==> src/rtl/ptw_pkg.sv <==
// ----------------------------------------------------------------------------
// ptw_pkg
// Shared types, constants and codes of the two-level page table walker.
// ----------------------------------------------------------------------------
package ptw_pkg;

  localparam int unsigned STORE_WORDS            = 65536;
  localparam int unsigned USER_DIRECTORY_ENTRIES = 768;
  localparam int unsigned ADDR_W                 = $clog2(STORE_WORDS);
  localparam int unsigned WIDX_W                 = 30;
  localparam int unsigned CLR_W                  = 10;
  localparam int unsigned PADDR_W                = 3;

  localparam logic [WIDX_W-1:0] STORE_LIMIT = WIDX_W'(STORE_WORDS);
  localparam logic [10:0]       USER_LIMIT  = 11'(USER_DIRECTORY_ENTRIES);

  localparam logic [1:0] OP_LOOKUP = 2'd0;
  localparam logic [1:0] OP_MAP    = 2'd1;
  localparam logic [1:0] OP_WRITE  = 2'd2;
  localparam logic [1:0] OP_READ   = 2'd3;

  localparam logic [2:0] ST_OK         = 3'd0;
  localparam logic [2:0] ST_NOT_MAPPED = 3'd1;
  localparam logic [2:0] ST_KERNEL     = 3'd2;
  localparam logic [2:0] ST_NO_SPARE   = 3'd3;
  localparam logic [2:0] ST_OUTSIDE    = 3'd4;

  localparam logic [11:0] PDE_NEW_FLAGS = 12'h007;
  localparam logic [11:0] PTE_FLAGS     = 12'h005;

  typedef struct packed {
    logic [1:0]  operation;
    logic [31:0] virtual_address;
    logic [31:0] physical_address;
    logic [11:0] page_flags;
    logic [31:0] spare_table_frame;
    logic [31:0] write_word;
  } req_t;

  typedef struct packed {
    logic [31:0] translated_address;
    logic [31:0] read_word;
    logic [2:0]  status;
  } rsp_t;

  typedef enum logic [2:0] {
    ADDR_PDE,
    ADDR_PTE,
    ADDR_CLEAR,
    ADDR_SPARE_PTE,
    ADDR_WORD
  } addr_sel_e;

  typedef enum logic [1:0] {
    DATA_ZERO,
    DATA_PDE_NEW,
    DATA_PTE,
    DATA_WORD
  } data_sel_e;

  typedef enum logic [1:0] {
    RSP_NONE,
    RSP_LARGE,
    RSP_PTE,
    RSP_WORD
  } rsp_sel_e;

  typedef struct packed {
    logic      load_req;
    logic      mem_we;
    logic      mem_re;
    addr_sel_e addr_sel;
    data_sel_e data_sel;
    logic      clr_inc;
    logic      load_rsp;
    rsp_sel_e  rsp_sel;
    logic [2:0] status;
  } cmd_t;

  typedef struct packed {
    logic [1:0] operation;
    logic       kernel;
    logic       pde_out;
    logic       entry_present;
    logic       entry_large;
    logic       pte_out;
    logic       spare_zero;
    logic       spare_out;
    logic       word_out;
    logic       clr_last;
  } sts_t;

endpackage

==> src/rtl/ptw_ctrl.sv <==
// ----------------------------------------------------------------------------
// ptw_ctrl
// Sequencer of the page table walker: request handshake, table walk, table
// clearing, entry and word accesses and the response handshake.
// ----------------------------------------------------------------------------
module ptw_ctrl import ptw_pkg::*; (
  input  logic clk_i,
  input  logic rst_ni,
  input  logic in_valid_i,
  output logic in_stall_o,
  output logic out_valid_o,
  input  logic out_stall_i,
  input  sts_t sts_i,
  output cmd_t cmd_o
);

  typedef enum logic [3:0] {
    S_IDLE,
    S_FIRST,
    S_PDE,
    S_PTE,
    S_WORD,
    S_CLEAR,
    S_WR_PDE,
    S_WR_PTE
  } state_e;

  state_e state_q;
  state_e state_d;
  logic   out_valid_q;
  logic   out_free;
  logic   fin;
  cmd_t   cmd;

  assign out_free = !out_valid_q || !out_stall_i;

  always_comb begin
    cmd          = '0;
    cmd.addr_sel = ADDR_WORD;
    cmd.data_sel = DATA_ZERO;
    cmd.rsp_sel  = RSP_NONE;
    cmd.status   = ST_OK;
    fin          = 1'b0;
    state_d      = state_q;
    case (state_q)
      S_IDLE: begin
        if (in_valid_i) begin
          cmd.load_req = 1'b1;
          state_d      = S_FIRST;
        end
      end
      S_FIRST: begin
        case (sts_i.operation)
          OP_LOOKUP: begin
            if (sts_i.pde_out) begin
              fin        = 1'b1;
              cmd.status = ST_OUTSIDE;
            end else begin
              cmd.mem_re   = 1'b1;
              cmd.addr_sel = ADDR_PDE;
              state_d      = S_PDE;
            end
          end
          OP_MAP: begin
            if (sts_i.kernel) begin
              fin        = 1'b1;
              cmd.status = ST_KERNEL;
            end else if (sts_i.pde_out) begin
              fin        = 1'b1;
              cmd.status = ST_OUTSIDE;
            end else begin
              cmd.mem_re   = 1'b1;
              cmd.addr_sel = ADDR_PDE;
              state_d      = S_PDE;
            end
          end
          OP_WRITE: begin
            fin = 1'b1;
            if (sts_i.word_out) begin
              cmd.status = ST_OUTSIDE;
            end else begin
              cmd.mem_we   = 1'b1;
              cmd.addr_sel = ADDR_WORD;
              cmd.data_sel = DATA_WORD;
            end
          end
          default: begin
            if (sts_i.word_out) begin
              fin        = 1'b1;
              cmd.status = ST_OUTSIDE;
            end else begin
              cmd.mem_re   = 1'b1;
              cmd.addr_sel = ADDR_WORD;
              state_d      = S_WORD;
            end
          end
        endcase
      end
      S_PDE: begin
        if (sts_i.operation == OP_LOOKUP) begin
          if (!sts_i.entry_present) begin
            fin        = 1'b1;
            cmd.status = ST_NOT_MAPPED;
          end else if (sts_i.entry_large) begin
            fin         = 1'b1;
            cmd.rsp_sel = RSP_LARGE;
          end else if (sts_i.pte_out) begin
            fin        = 1'b1;
            cmd.status = ST_OUTSIDE;
          end else begin
            cmd.mem_re   = 1'b1;
            cmd.addr_sel = ADDR_PTE;
            state_d      = S_PTE;
          end
        end else begin
          if (!sts_i.entry_present) begin
            if (sts_i.spare_zero) begin
              fin        = 1'b1;
              cmd.status = ST_NO_SPARE;
            end else if (sts_i.spare_out) begin
              fin        = 1'b1;
              cmd.status = ST_OUTSIDE;
            end else begin
              state_d = S_CLEAR;
            end
          end else if (sts_i.pte_out) begin
            fin        = 1'b1;
            cmd.status = ST_OUTSIDE;
          end else begin
            fin          = 1'b1;
            cmd.mem_we   = 1'b1;
            cmd.addr_sel = ADDR_PTE;
            cmd.data_sel = DATA_PTE;
          end
        end
      end
      S_PTE: begin
        fin = 1'b1;
        if (!sts_i.entry_present) begin
          cmd.status = ST_NOT_MAPPED;
        end else begin
          cmd.rsp_sel = RSP_PTE;
        end
      end
      S_WORD: begin
        fin         = 1'b1;
        cmd.rsp_sel = RSP_WORD;
      end
      S_CLEAR: begin
        cmd.mem_we   = 1'b1;
        cmd.addr_sel = ADDR_CLEAR;
        cmd.data_sel = DATA_ZERO;
        cmd.clr_inc  = 1'b1;
        if (sts_i.clr_last) begin
          state_d = S_WR_PDE;
        end
      end
      S_WR_PDE: begin
        cmd.mem_we   = 1'b1;
        cmd.addr_sel = ADDR_PDE;
        cmd.data_sel = DATA_PDE_NEW;
        state_d      = S_WR_PTE;
      end
      S_WR_PTE: begin
        fin          = 1'b1;
        cmd.mem_we   = 1'b1;
        cmd.addr_sel = ADDR_SPARE_PTE;
        cmd.data_sel = DATA_PTE;
      end
      default: begin
        state_d = S_IDLE;
      end
    endcase
    // A finishing step repeats while the response register is still occupied.
    if (fin) begin
      if (out_free) begin
        cmd.load_rsp = 1'b1;
        state_d      = S_IDLE;
      end else begin
        state_d = state_q;
      end
    end
  end

  always_ff @(posedge clk_i or negedge rst_ni) begin
    if (!rst_ni) begin
      state_q     <= S_IDLE;
      out_valid_q <= 1'b0;
    end else begin
      state_q <= state_d;
      if (cmd.load_rsp) begin
        out_valid_q <= 1'b1;
      end else if (!out_stall_i) begin
        out_valid_q <= 1'b0;
      end
    end
  end

  assign in_stall_o  = state_q != S_IDLE;
  assign out_valid_o = out_valid_q;
  assign cmd_o       = cmd;

`ifndef SYNTH
  a_accept_starts: assert property (@(posedge clk_i) disable iff (!rst_ni)
    (in_valid_i && !in_stall_o) |=> state_q == S_FIRST)
    else $error("accepted request did not start a walk");

  a_rsp_slot_free: assert property (@(posedge clk_i) disable iff (!rst_ni)
    cmd.load_rsp |-> (!out_valid_q || !out_stall_i))
    else $error("response overwritten while stalled");

  a_one_port_op: assert property (@(posedge clk_i) disable iff (!rst_ni)
    !(cmd.mem_we && cmd.mem_re))
    else $error("store read and write in one cycle");

  a_clear_to_pde: assert property (@(posedge clk_i) disable iff (!rst_ni)
    (state_q == S_CLEAR && sts_i.clr_last) |=> state_q == S_WR_PDE)
    else $error("table clear did not end in a directory write");

  a_rsp_valid: assert property (@(posedge clk_i) disable iff (!rst_ni)
    cmd.load_rsp |=> out_valid_q)
    else $error("loaded response not presented");
`endif

endmodule

==> config.mk <==
export PLATFORM = sky130hd
export DESIGN_NAME = ptw_ctrl
export DESIGN_NICKNAME = d
export VERILOG_FILES = /design/src/rtl/ptw_pkg.sv /design/src/rtl/ptw_ctrl.sv
export SDC_FILE = /design/constraint.sdc
export NUM_CORES = 1
export LEC_CHECK = 0
export ABC_CLOCK_PERIOD_IN_PS = 1450
export BUFFER_PORTS_ARGS = -buffer_cell sky130_fd_sc_hd__clkbuf_2
export CORE_AREA = 2 2 48 50
export CTS_CLUSTER_DIAMETER = 40
export DETAILED_ROUTE_END_ITERATION = 10
export DIE_AREA = 0 0 50 52
export HOLD_SLACK_MARGIN = 0.15
export PLACE_DENSITY = 0.72
export SYNTH_ARGS = -nofsm -noshare
export SYNTH_HDL_FRONTEND = slang
export SYNTH_SLANG_ARGS = --single-unit
==> constraint.sdc <==
create_clock -name clk_i -period 1.45 [get_ports clk_i]
set_clock_uncertainty 0.15 [all_clocks]
set_input_delay 0.29 -clock clk_i [delete_from_list [all_inputs] [get_ports clk_i]]
set_output_delay 0.29 -clock clk_i [all_outputs]
set_load 0.05 [all_outputs]
==> impl_metrics.ini <==
[outcome]
status = finished, violations left
violations = negative setup slack

[route]
wire_per_inst_um = 21.7
drc_errors = 0
ant_nets = 0
drt_iter0_drc = 76
via_per_inst = 5.94
vias = 1235
finalWirelength_um = 4510
drtPass1Iterations = 6

[logic_synthesis]
yosysTopAreaCell = dfrtp_1
synth.avg_cell_area_um2 = 6.83
yosys-top-cells-count = 14 x nor2_1, 11 x a21oi_1, 8 x nand2_1, 8 x o21ai_0, 5 x nor3_1
post-synth-top-count-cell = nor2_1
synth_area_leaders = dfrtp_1 15%, a21oi_1 8.1%, nor2_1 7.7%
synthArstFlopShare_pct = 100
synth-seq-cells = 4
synthFlopType = dfrtp_1
netlist.area_leader.share_pct = 14.7
synth_fp_nets = 115
synth_edf_count = 0
syn_area_um2 = 683
synth_cells = 100
ys_seq_area_share_pct = 14.7
yosysWarnings = 0
ys_types = 36

[place]
dp_hpwl_um = 2100
pre_cts_slack_ns = -0.417
io_buffers = 31
place_inst = 187
routabilityCongestion = 0.866
place_area_um2 = 1370

[pwr]
peakVddDrop_mv = 1.41
total_power_mw = 3.05
powerDensity_nw_per_um2 = 1660
leakagePower_nw = 0.799

[critical_path]
cp.arrival_ns = 1.58
worstPathRequired_ns = 1.01
cp-end-kind = primary output
r2r_setup_slack_ns = -0.45
path_max_fanout = 8
path_class = reg2out
startpoint_type = flop

[timing]
drv_slew = 0
period_share_pct = 140
report.final.hold_viol_count = 0
rsz0062_at_grt = yes
relSlewSlack_pct = 75.3
worstMarginPinSlew_ns = 0.366
fmax_mhz = 494
min_period_ns = 2.02
worst_slack_ns = -0.575
finalSetupTns_ns = -8.74
final-setup-viol-count = 19

[clock_tree]
cts_made_buffers = 3
cts_buffer_depth = 2
cts_tree = yes
insertion_delay_ns = 0.24
htreeDepth = 1
cts-root-buf = clkbuf_4
cts_sinks = 4
clkTransAtPathRegs_ns = 0.04

[finish]
drive_gt1_share_pct = 79.4
fin_nets = 197
finalInstanceArea_um2 = 1830
stdcell_count = 208
area_delta_synth_final_pct = 168
antenna_cells = 0

[floorplanning]
start_util_pct = 32.4
die_area_um2 = 2600
core_um2 = 2110
ioPinCount = 32
rows = 17
die_height_um = 52
die_w_um = 50

[hold_path]
hp-class = in2async

[global_route]
track_usage_pct = 30.2
grt_first_pass_wirelength_um = 5730
grt_pass1_vias = 1161
grt_start_max_net_pins = 10
antenna_found_initial = 0
grt_overflow_total = 0

[run]
maxCapViolCount = 0
[final timing paths]
kind | from | endpoint | cells past startpoint
hold / removal | rst_ni | state_q[2] | 2
min in group clk_i | out_stall_i | state_q[2] | 4
hold reg to reg | out_valid_o | state_q[2] | 3
setup / recovery | state_q[0] | cmd_o[1] | 5
max in group asynchronous | rst_ni | state_q[0] | 2
setup reg to reg | state_q[0] | state_q[1] | 8
[metal layers]
metal  GRT usage, %  share of wire, %
met3           2.87               8.2
met1           31.7                34
met5              0                 0
met2           60.3                53
met4           12.5               5.4
[cells by family (layout without fill, tap and decap cells)]
| logic type | after synthesis | count (layout) | synth area share [%] |
|---|---|---|---|
| and+or+nand+nor | 47 | 47 | 37.5 |
| AOI/OAI and AO/OA | 37 | 37 | 37.4 |
| DFF | 4 | 4 | 14.7 |
| buffers and inverters | 12 | 92 | 10.4 |
[worst max-delay path, cell delays in order (launching register included)]
cell      delay, ns
dfrtp_2        0.51
nor2b_4        0.22
and4bb_2       0.32
nor2_4         0.06
nor2_4         0.10
buf_12         0.14
[what timing repair did]
item | 4_1_cts | 5_1_grt
gates resized for setup | 58 | 17
pin swaps | 17 | 4
buffers inserted | 10 | 7
endpoints found under the setup margin | 20 | 20
hold endpoints to repair | 4 | 0
hold buffers | 1 | 0
[cells in the final DEF, fill, tap and decap left out, types with 2 or more instances in the layout]
master | Yosys | final
clkbuf_4 | 0 | 3
a21boi_4 | 0 | 3
o21ai_2 | 1 | 4
inv_4 | 0 | 2
a21oi_2 | 0 | 4
nand2_1 | 8 | 5
dfrtp_2 | 0 | 2
nor3_4 | 0 | 3
buf_6 | 3 | 11
nor3_1 | 5 | 2
buf_4 | 0 | 42
buf_8 | 0 | 10
a22oi_2 | 0 | 2
clkbuf_16 | 0 | 2
and3_4 | 0 | 3
nor2_1 | 14 | 6
nand3_1 | 4 | 3
dfrtp_1 | 4 | 2
nor2b_4 | 0 | 2
nor2_4 | 1 | 7
a21oi_1 | 11 | 5
buf_12 | 0 | 4
nand3b_1 | 2 | 2
nor2_2 | 0 | 2
a21oi_4 | 0 | 2
clkbuf_2 | 1 | 15
a22o_1 | 4 | 3
o21ai_0 | 8 | 4
[power by group]
group / switching, mW / internal (mW)
combinational: 1.41 / 1.24
clock: 0.0496 / 0.0929
sequential: 0.0965 / 0.156
total: 1.56 / 1.49
[registers in the layout (all words and copies together) (netlist names)]
signal	cells
out_valid_o	1
state_q	3
[area by class of cell]
cell class,count,area (um^2)
multi-input cells,84,836
repair buffers,86,818
fillers,101,272
flip-flops and latches,4,103
well taps,28,35.0
clock buffers,3,22.5
inverters,3,20.0
[metrics by stage]
step	util, %	hold slack [ns]
5_1_grt	87.1	0.322
6_report	87.1	0.309
3_3_place_gp	65.0	-0.0513
4_1_cts	82.5	0.237
2_1_floorplan	-	-0.156
3_5_place_dp	65.0	-0.0497
Note: power is estimated with default switching activity, not from simulation.
